### src/rtl/lgg_ram.sv
// ----------------------------------------------------------------------------
// lgg_ram
// Generic single-write, single-read synchronous RAM with registered read data.
// ----------------------------------------------------------------------------
module lgg_ram #(
    parameter int WIDTH = 8,
    parameter int DEPTH = 16
) (
    input  logic                     clk,
    input  logic                     we,
    input  logic [$clog2(DEPTH)-1:0] waddr,
    input  logic [WIDTH-1:0]         wdata,
    input  logic [$clog2(DEPTH)-1:0] raddr,
    output logic [WIDTH-1:0]         rdata
);

    logic [WIDTH-1:0] mem [DEPTH];

    // write port
    always_ff @(posedge clk)
    begin
        if (we)
        begin
            mem[waddr] <= wdata;
        end
    end

    // registered read port
    always_ff @(posedge clk)
    begin
        rdata <= mem[raddr];
    end

endmodule

### config.mk
export PLATFORM = sky130hd
export DESIGN_NAME = lgg_ram
export DESIGN_NICKNAME = d
export VERILOG_FILES = /design/src/rtl/lgg_ram.sv
export SDC_FILE = /design/constraint.sdc
export NUM_CORES = 1
export LEC_CHECK = 0
export BUFFER_PORTS_ARGS = -buffer_cell sky130_fd_sc_hd__buf_2
export CAP_MARGIN = 0
export CORE_MARGIN = 8
export CORE_UTILIZATION = 40
export DETAILED_ROUTE_END_ITERATION = 16
export PLACE_DENSITY_LB_ADDON = 0.2
export SLEW_MARGIN = 15
export SYNTH_ARGS = -nofsm -noshare
export SYNTH_HDL_FRONTEND = slang
export SYNTH_SLANG_ARGS = --single-unit
export TNS_END_PERCENT = 100
### constraint.sdc
create_clock -name clk -period 2.2 [get_ports clk]
set_input_delay 0.66 -clock clk [delete_from_list [all_inputs] [get_ports clk]]
set_output_delay 0.66 -clock clk [all_outputs]
set_load 0.1 [all_outputs]
==> summary.md <==
| Metric | Value |
|---|---|
| Status | finished, final reports clean |
| Min cycle time layout | 1.84 ns |
| Final TNS setup | 0 ns |
| IO Port Bufs | 25 |
| Max-slew violation count | 0 |
| Pwr Density | 979 nW/um^2 |
| Core area | 12600 um^2 |
| Area Overhead vs Synth | 20.4% |
| RSZ-0062 raised after global routing | no |
| Clock Power Share | 45.5% |
| Post-CTS Repair Setup Buffers | 0 |
| Post-Syn Instances | 229 |
| Initial antenna violation count | 0 |
| Num ports | 26 |
| Slowest CP cell | buf_2 |
| CTS Buffer Depth | 2 |
| Cts repair resizes | 0 |
| Final net count | 305 |
| Avg Cell Area, Syn | 22.5 um^2 |
| Pleak | 2.11 nW |
| First-pass GRT wire length | 15.5 mm |
| DR vias/cell | 5.08 |
| Cts hold-fix bufs | 0 |
| #FFs+latches synth | 136 |
| Die H | 129 um |
| Syn nets | 247 |
| Number of fill cells | 1056 |
| Worst R2R Start | mem[1][0]$_DFFE_PP_ |
| Clock skew | 0.00820 ns |
| Worst Path Required | 1.54 ns |
| Largest net degree at the start of global routing | 33 |
| Rel. slew slack | 47.9% |
| Starting DRT DRC Count | 231 |
| Die area | 16800 um^2 |
| CTS root buf | clkbuf_16 |
| Antenna Cells | 0 |
| Fmax | 544 MHz |
| Final core utilization | 49.1% |
| Sequential fraction of the synthesis area | 77.8% |
| Die X | 129 um |
| Sw frac | 21.4% |
| Worst Setup Start Kind | register |
| Combinational share of power | 6.5% |
| Worst-Margin Slew | 0.780 ns |
| Worst IR Drop VDD | 0.000508 V |
| Crit Path Max Fanout | 1 |
| Setup crit start | rdata[0]$_DFF_P_ |
| Yosys warns | 0 |
| CP max stage delay | 0.44 ns |
| Post-DR wirelength/cell | 21.5 um |
| Starting Density | 40.8% |
| Setup violators final | 0 |
| GPL Wtd Cong | 0.694 |
| Tcrit/Tclk final | 83.6% |
| Critical path, cell by cell | buf_2 |
| Reg area | 4000 um^2 |
| Final Hold Fails | 0 |
| Distinct cells, synth | 19 |
| # rows | 41 |
| Final wirelength | 10.1 mm |
| CTS HTree Levels | 4 |
| First-pass DRT Iterations | 4 |
| Via count | 2397 |
| GRT overflow | 0 |
| Clk slew on worst S/H paths | 0.06 ns |
| Number of global-route vias before repair | 2566 |
| Hold Path Class | input pin to register |
| HPWL after detailed placement | 6.24 mm |
| Worst setup EP type | output port |
| Cts bufs inserted | 17 |
| CTS tree | done |
| Total clock sinks | 136 |
| Int Pwr | 4.77 mW |
| Multi-input logic area | 1060 um^2 |
| Crit Path Class | register to output port |
| Arrival time of the worst setup path | 1.18 ns |
| Antenna Violating Nets Remaining | 0 |
| Net switching power figure | 1.30 mW |
| Max-cap violations | 0 |
| Crit-path leading delay family | buffers and inverters |
| # DRC | 0 |
| CP bufs+invs | 1 |
| Clk_lat worst skew | 0.41 ns |
| GRT Util Overall | 13.4% |
| Reg power frac | 48.0% |
| Min-delay src | wdata[1] |
| Layout cells sized above 1 | 32.7% |
| Post-Syn Area | 5150 um^2 |
## through the flow
stage	hold slack [ns]	total power, mW	setup slack, ns	std cells	cell area (um^2)
after global placement	0.652	3.36	0.0735	440	5610
after CTS	0.613	6.12	0.334	472	6200
final	0.637	6.07	0.361	472	6200
after detailed placement	0.656	3.37	0.0539	440	5610
after global routing	0.631	6.25	0.315	472	6200
after floorplan	0.629	3.24	0.0471	229	5150
## sequential cells by signal (all words and copies together), names as in the netlist
signal,flops
mem,128
rdata,8
## power by group through the flow
stage          Clock, mW  Sequential [mW]  Combinational [mW]
3_5_place_dp           0             2.97               0.400
6_report            2.76             2.91               0.393
2_1_floorplan          0             3.09               0.147
3_3_place_gp           0             2.96               0.397
5_1_grt             2.91             2.92               0.421
4_1_cts             2.81             2.91               0.400
## synthesized netlist by cell type
cell             number  area share, %
a22oi_1              16            2.3
and2_1                1           0.12
and2b_1               1           0.15
buf_2                 3           0.29
buf_4                 1           0.15
buf_6                 3           0.66
clkdlybuf4s25_2       3           0.58
dfxtp_1               8            3.1
edfxtp_1            128             75
mux4_1               14            7.1
mux4_2               18            7.9
nand2_1               9           0.66
nand2b_1              2           0.24
nand3_1               1          0.097
nand3b_1              2           0.29
nor2_1               13           0.95
nor2b_1               1           0.12
nor3_1                4           0.39
or3b_2                1           0.17
## worst paths after layout
check                        end  slack (ns)  depth (start not counted)
max reg2reg     rdata[0]$_DFF_P_        0.83                          3
min          mem[6][1]$_DFFE_PP_        0.64                          1
max                     rdata[0]        0.36                          1
min reg2reg     rdata[2]$_DFF_P_        0.66                          3
## kinds of logic (layout without fill, tap and decap cells)
family	after synthesis	in the layout	synth area share [%]
flip-flops	136	136	77.8
multiplexers	32	32	15.0
AO/OA/AOI/OAI	16	16	2.33
AND/OR/NAND/NOR	35	35	3.18
buffers and inverters	10	81	1.68
## cell usage in the layout (no fill, tap or decap), types with 3 or more instances in the layout
master	n
a22oi_1	16
buf_2	25
buf_4	22
clkbuf_16	17
clkbuf_8	3
clkinv_4	3
clkinvlp_4	3
dfxtp_1	8
edfxtp_1	128
mux4_1	14
mux4_2	18
nand2_1	9
nor2_1	13
nor3_1	4
## cell type report
type	instances	share of cell area, %
tap	172	3.47
timing repair buffer	49	5.33
clock buffer	21	7.59
multi-input combinational	83	17.1
clock inverter	11	1.98
sequential	136	64.6
## per-layer routing
layer	global-route usage (%)	wire, um	vias to the layer above
li1	-	-	1088
met1	17.3	4620	1253
met2	20.5	4990	49
met3	4.56	427	7
met4	5.12	99	0
met5	0	0	-
No activity file was read; power rests on OpenSTA's default activity.
