File: config.mk
export PLATFORM = sky130hd
export DESIGN_NAME = lgg_row_update
export DESIGN_NICKNAME = d
export VERILOG_FILES = /design/src/rtl/lgg_pkg.sv /design/src/rtl/lgg_row_update.sv
export SDC_FILE = /design/constraint.sdc
export NUM_CORES = 1
export LEC_CHECK = 0
export BUFFER_PORTS_ARGS = -buffer_cell sky130_fd_sc_hd__buf_2
export CAP_MARGIN = 10
export CORE_MARGIN = 5
export CORE_UTILIZATION = 50
export DETAILED_ROUTE_END_ITERATION = 12
export PLACE_DENSITY_LB_ADDON = 0.05
export SYNTH_ARGS = -nofsm -noshare
export SYNTH_HDL_FRONTEND = slang
export SYNTH_SLANG_ARGS = --single-unit
File: constraint.sdc
create_clock -name vclk -period 4.5
set_input_delay 0.45 -clock vclk [all_inputs]
set_output_delay 0.45 -clock vclk [all_outputs]
set_load 0.01 [all_outputs]
File: src/rtl/lgg_pkg.sv
// ----------------------------------------------------------------------------
// lgg_pkg
// Shared sizes, codes and types of the life generation grid: grid geometry,
// register indexes, operation codes and the three-row window type.
// ----------------------------------------------------------------------------
package lgg_pkg;

    // grid geometry
    localparam int MAX_ROWS = 64;
    localparam int MAX_COLS = 64;
    localparam int ROW_W    = $clog2(MAX_ROWS);
    localparam int COL_W    = $clog2(MAX_COLS);

    // command field widths
    localparam int CMD_ROW_W = 6;
    localparam int CMD_COL_W = 6;
    localparam int OP_W      = 2;

    // configuration registers
    localparam int REG_W     = 7;
    localparam int CFG_IDX_W = 2;
    localparam logic [REG_W-1:0] REG_RESET = REG_W'(10);
    localparam logic [CFG_IDX_W-1:0] REG_ROWS = CFG_IDX_W'(0);
    localparam logic [CFG_IDX_W-1:0] REG_COLS = CFG_IDX_W'(1);

    // widths that hold a row or column count up to the maximum or a register value
    localparam int RCNT_W = (REG_W > ROW_W + 1) ? REG_W : ROW_W + 1;
    localparam int CCNT_W = (REG_W > COL_W + 1) ? REG_W : COL_W + 1;

    // operation codes
    typedef enum logic [OP_W-1:0] {
        OP_WRITE   = 2'd0,
        OP_READ    = 2'd1,
        OP_ADVANCE = 2'd2
    } op_t;

    // one grid row, one bit per column
    typedef logic [MAX_COLS-1:0] row_bits_t;

    // rows above, at and below the row being updated (old generation)
    typedef struct packed {
        row_bits_t prev;
        row_bits_t cur;
        row_bits_t next;
    } row_window_t;

endpackage

File: src/rtl/lgg_row_update.sv
// ----------------------------------------------------------------------------
// lgg_row_update
// Next generation of one grid row by the B3/S23 rule, one lane per column,
// from the old rows above, at and below it; columns outside the mask keep
// their value and count as dead neighbors.
// ----------------------------------------------------------------------------
module lgg_row_update (
    input  lgg_pkg::row_window_t win,
    input  lgg_pkg::row_bits_t   col_mask,
    output lgg_pkg::row_bits_t   new_row
);
    import lgg_pkg::*;

    localparam logic [3:0] BIRTH_COUNT = 4'd3;
    localparam logic [3:0] STAY_COUNT  = 4'd2;

    logic [MAX_COLS+1:0] p_pad;
    logic [MAX_COLS+1:0] c_pad;
    logic [MAX_COLS+1:0] n_pad;
    logic [3:0]          cnt [MAX_COLS];

    // zero-padded masked rows, so edge columns see dead neighbors
    always_comb
    begin
        p_pad = {1'b0, win.prev & col_mask, 1'b0};
        c_pad = {1'b0, win.cur  & col_mask, 1'b0};
        n_pad = {1'b0, win.next & col_mask, 1'b0};
    end

    // neighbor count and rule, per column
    always_comb
    begin
        for (int c = 0; c < MAX_COLS; c++)
        begin
            cnt[c] = 4'(p_pad[c]) + 4'(p_pad[c+1]) + 4'(p_pad[c+2])
                   + 4'(c_pad[c]) + 4'(c_pad[c+2])
                   + 4'(n_pad[c]) + 4'(n_pad[c+1]) + 4'(n_pad[c+2]);
            if (col_mask[c])
            begin
                new_row[c] = (cnt[c] == BIRTH_COUNT) || (win.cur[c] && cnt[c] == STAY_COUNT);
            end
            else
            begin
                new_row[c] = win.cur[c];
            end
        end
    end

endmodule

==> results.toml, run 1 <==
[global_route]
grt_overflow_total = 0
grt_busiest_layer = "met2"
grt_pass1_wl_um = 41300
antenna_found_initial = 5
track_usage_pct = 19.6
grtUsageMet2_pct = 33.9
first_global_vias = 9286
grt_util_met3_pct = 3.09
grt_max_degree = 6
gr-usage-met1_pct = 26.9

[die]
die_y_um = 158
die_width_um = 158
start_util_pct = 50.5
core_area_um2 = 21600
die_area_um2 = 24900
io_pins = 320
rows = 54

[outcome]
status = "finished, final reports clean"

[power_and_ir_drop]
power.leakage_nw = 6.63
p_total_mw = 2.25
powerDensity_nw_per_um2 = 175
ir_drop_v = 0.0000847

[finish]
stdcell_area_um2 = 12900
final_common_cell = "buf_2"
fin_nets = 2036
area_growth_pct = 18.1
clkbuf_count = 0
n_fill_cell = 1937
multi_input_comb_area_um2 = 10800
final_cells = 1625
mostFrequentLayoutCells = "320 x buf_2, 252 x fa_1, 188 x ha_1"
seq_cells = 0
final-seq-area_um2 = 0
drive_gt1_share_pct = 23.9

[run]
cap_violations = 0

[synthesis]
syn-num-nets = 1714
synth_cell_type_count = 14
synth_area_leaders = "fa_1 46%, ha_1 22%, and2_1 10%, nand4b_1 4.9%, a21o_1 4.2%"
syn_area_um2 = 10900
yosysTopAreaCell = "fa_1"
seq_area_frac_synth_pct = 0
postSynthAreaPerCell_um2 = 10.7
yosysWarnings = 0
synth_top_area_share_pct = 46.2
synth_cells = 1018

[setup_path]
end_kind = "output pin"
crit_type = "primary input to output pin"
crit_required_ps = 4050
slowest_delay_ps = 520
worstSetupPathDepth = 10
cp_top_family = "adder cells"
crit_chain = "buf_2, and2_1, fa_1, fa_1, fa_1, ha_1, fa_1, or3b_1, a31oi_1, buf_2"
cp.arrival_ps = 3780
startpoint_type = "primary input"
cp.buffers_inverters = 2
crit_slowest_cell = "fa_1"
path_common_cell = "fa_1"
cp_max_fo = 5

[place]
hpwlAfterDp_um = 23500
placed_cell_area_um2 = 12900
dp_cells = 1618
portBuffers = 320
gp_congestion = 0.829

[drt]
wire_per_inst_um = 15.0
drt_first_pass_iters = 6
drt_iter0_markers = 255
drc = 0
viasPerCell = 5.36
drt_wl_total_um = 24400
vias = 8712
ant_nets = 0

[min_path]
hold-path-cell-count = 3
worstHoldStart = "col_mask[61]"
hold_class = "primary input to output pin"
hold_end = "new_row[61]"

[clocking]
postCtsHoldBufs = 0
postCtsSetupBuffers = 0
cts_resized = 0

[sta]
rsz0062_at_grt = "false"
slew_violations = 0
post-route-min-period_ps = 4230
tns_ps = 0
fmax_mhz = 236
setup_viol = 0
worst_pin_slew_ps = 289
hold_viol = 0
fin_crit_sh_pct = 94.1
slew_headroom_pct = 80.7
==> synth_stat cells, drive strengths merged <==
| cell type | number |
|---|---|
| inv | 29 |
| and2 | 181 |
| a31oi | 62 |
| a21oi | 66 |
| nor2 | 41 |
| nand4b | 61 |
| a21o | 61 |
| fa | 252 |
| o21ai | 1 |
| nor4b | 1 |
| nand2 | 52 |
| ha | 188 |
| or3b | 21 |
| nand2b | 2 |
==> final cells by class <==
class / count / share of cell area [%]
Timing Repair Buffer: 320 / 12.4
Multi-Input combinational cell: 989 / 83.9
Tap cell: 280 / 2.72
Antenna cell: 7 / 0.136
Inverter: 29 / 0.845
==> cell families after synthesis <==
| family | count (synthesis) | synth area share [%] |
|---|---|---|
| AO/OA/AOI/OAI | 190 | 10.8 |
| buffers and inverters | 29 | 0.998 |
| AND/OR/NAND/NOR | 359 | 20.4 |
| adder cells (fa/ha/maj) | 440 | 67.8 |
==> stage by stage <==
stage	setup slack [ps]	hold WS [ps]	utilization, %
final	266	1210	59.6
after detailed placement	246	1210	59.5
after CTS	260	1210	59.5
after global placement	276	1200	59.5
after floorplan	594	977	-
after global routing	102	1210	59.5
==> per-layer routing <==
| metal | share of wire (%) | vias to the layer above |
|---|---|---|
| met2 | 48 | 242 |
| met3 | 7.5 | 30 |
| li1 | - | 4285 |
| met1 | 43 | 4153 |
| met5 | 0.029 | - |
| met4 | 1.8 | 2 |
==> worst max-delay path by stage <==
stage | from | endpoint
after floorplan | col_mask[33] | new_row[34]
after global placement | col_mask[33] | new_row[34]
after detailed placement | col_mask[33] | new_row[34]
after CTS | col_mask[33] | new_row[34]
after global routing | col_mask[33] | new_row[34]
final | col_mask[33] | new_row[34]
==> power breakdown <==
group           total [mW]  internal [mW]  leakage (nW)  switching, mW
registers                0              0             0              0
clock network  0.000000208    0.000000208     0.0000444              0
logic                 2.25           1.06          6.63           1.20
Note: power is estimated with default switching activity, not from simulation.
==> inputs of run 2 (changes only) <==
--- a/config.mk
+++ b/config.mk
@@ -5,12 +5,11 @@
 export SDC_FILE = /design/constraint.sdc
 export NUM_CORES = 1
 export LEC_CHECK = 0
-export BUFFER_PORTS_ARGS = -buffer_cell sky130_fd_sc_hd__buf_2
 export CAP_MARGIN = 10
 export CORE_MARGIN = 5
 export CORE_UTILIZATION = 50
 export DETAILED_ROUTE_END_ITERATION = 12
-export PLACE_DENSITY_LB_ADDON = 0.05
+export DONT_BUFFER_PORTS = 1
 export SYNTH_ARGS = -nofsm -noshare
 export SYNTH_HDL_FRONTEND = slang
 export SYNTH_SLANG_ARGS = --single-unit
==> results.toml, run 2 (synthesis results as in run 1) <==
[outcome]
status = "finished, final reports clean"

[clocking]
cts_resized = 0
postCtsHoldBufs = 0
postCtsSetupBuffers = 0

[setup_path]
slowest_delay_ps = 530
path_common_cell = "fa_1"
startpoint_type = "primary input"
crit_chain = "and2_1, fa_1, fa_1, fa_1, ha_1, fa_1, or3b_1, a31oi_1"
crit_path_start = "col_mask[12]"
crit_slowest_cell = "fa_1"
crit_type = "primary input to output pin"
cp_top_family = "adder cells"
end_kind = "output pin"
crit_required_ps = 4050
cp.buffers_inverters = 0
cp.arrival_ps = 3600
cp_max_fo = 5

[global_route]
track_usage_pct = 18.7
antenna_found_initial = 2
grt_pass1_wl_um = 38900
grt_max_degree = 6
grt_overflow_total = 0
first_global_vias = 8202

[drt]
ant_nets = 0
wire_per_inst_um = 18.1
vias = 7544
drc = 0
drt_iter0_markers = 254
drt_wl_total_um = 23600
drt_first_pass_iters = 4
viasPerCell = 5.80

[finish]
fin_nets = 1717
mostFrequentLayoutCells = "252 x fa_1, 188 x ha_1, 181 x and2_1"
fin_util_pct = 52.1
area_growth_pct = 3.30
clkbuf_count = 0
n_fill_cell = 2017
final_cells = 1300
drive_gt1_share_pct = 0.0981
stdcell_area_um2 = 11300
final-seq-area_um2 = 0
final_common_cell = "fa_1"
seq_cells = 0

[sta]
fin_crit_sh_pct = 90.0
hold_slack_ps = 983
slew_headroom_pct = 69.2
fmax_mhz = 247
rsz0062_at_grt = "false"
hold_viol = 0
worst_pin_slew_ps = 460
setup_slack_ps = 451
setup_viol = 0
slew_violations = 0
tns_ps = 0
post-route-min-period_ps = 4050

[power_and_ir_drop]
powerDensity_nw_per_um2 = 179
combPwrFrac_pct = 100.0
swShare_pct = 55.9
pwr-share-clk_pct = 0
power.leakage_nw = 5.36
pwr-share-seq_pct = 0
ir_drop_v = 0.0000894
p_total_mw = 2.02
p_int_mw = 0.892
netSwitchingPower_mw = 1.13

[place]
preCtsSetupSlack_ps = 426
gp_congestion = 0.854
placed_cell_area_um2 = 11300
portBuffers = 0
hpwlAfterDp_um = 22700
dp_cells = 1299

[die]
core_area_um2 = 21600
io_pins = 320
rows = 54
die_width_um = 158
start_util_pct = 50.5
die_area_um2 = 24900
die_y_um = 158

[min_path]
hold_class = "primary input to output pin"
worstHoldStart = "col_mask[0]"

[run]
cap_violations = 0
[run 2: final timing paths]
kind          end  slack (ps)  cells after the start
max   new_row[13]         450                      8
min    new_row[0]         980                      1
[run 2: power by group through the flow]
stage / Sequential [mW] / Clock, mW / Combinational, mW
finish: 0 / 0.0000000297 / 2.02
global route: 0 / 0.0000000297 / 2.38
CTS: 0 / 0 / 2.06
detailed placement: 0 / 0 / 2.04
global placement: 0 / 0 / 1.99
floorplan: 0 / 0 / 1.60
[run 2: final cells by class]
cell class | instances | area, um2 | area share, %
multi-input combinational | 989 | 10800 | 95.8
tap | 280 | 350 | 3.11
inverter | 29 | 109 | 0.966
timing repair buffer | 1 | 7.51 | 0.0666
antenna | 1 | 2.50 | 0.0222
[run 2: layer usage]
layer / global-route usage [%] / routed length (um) / vias up
li1: - / - / 3645
met1: 25.2 / 9920 / 3653
met2: 33.0 / 11400 / 226
met3: 3.25 / 1900 / 18
met4: 1.80 / 291 / 2
met5: 0 / 7 / -
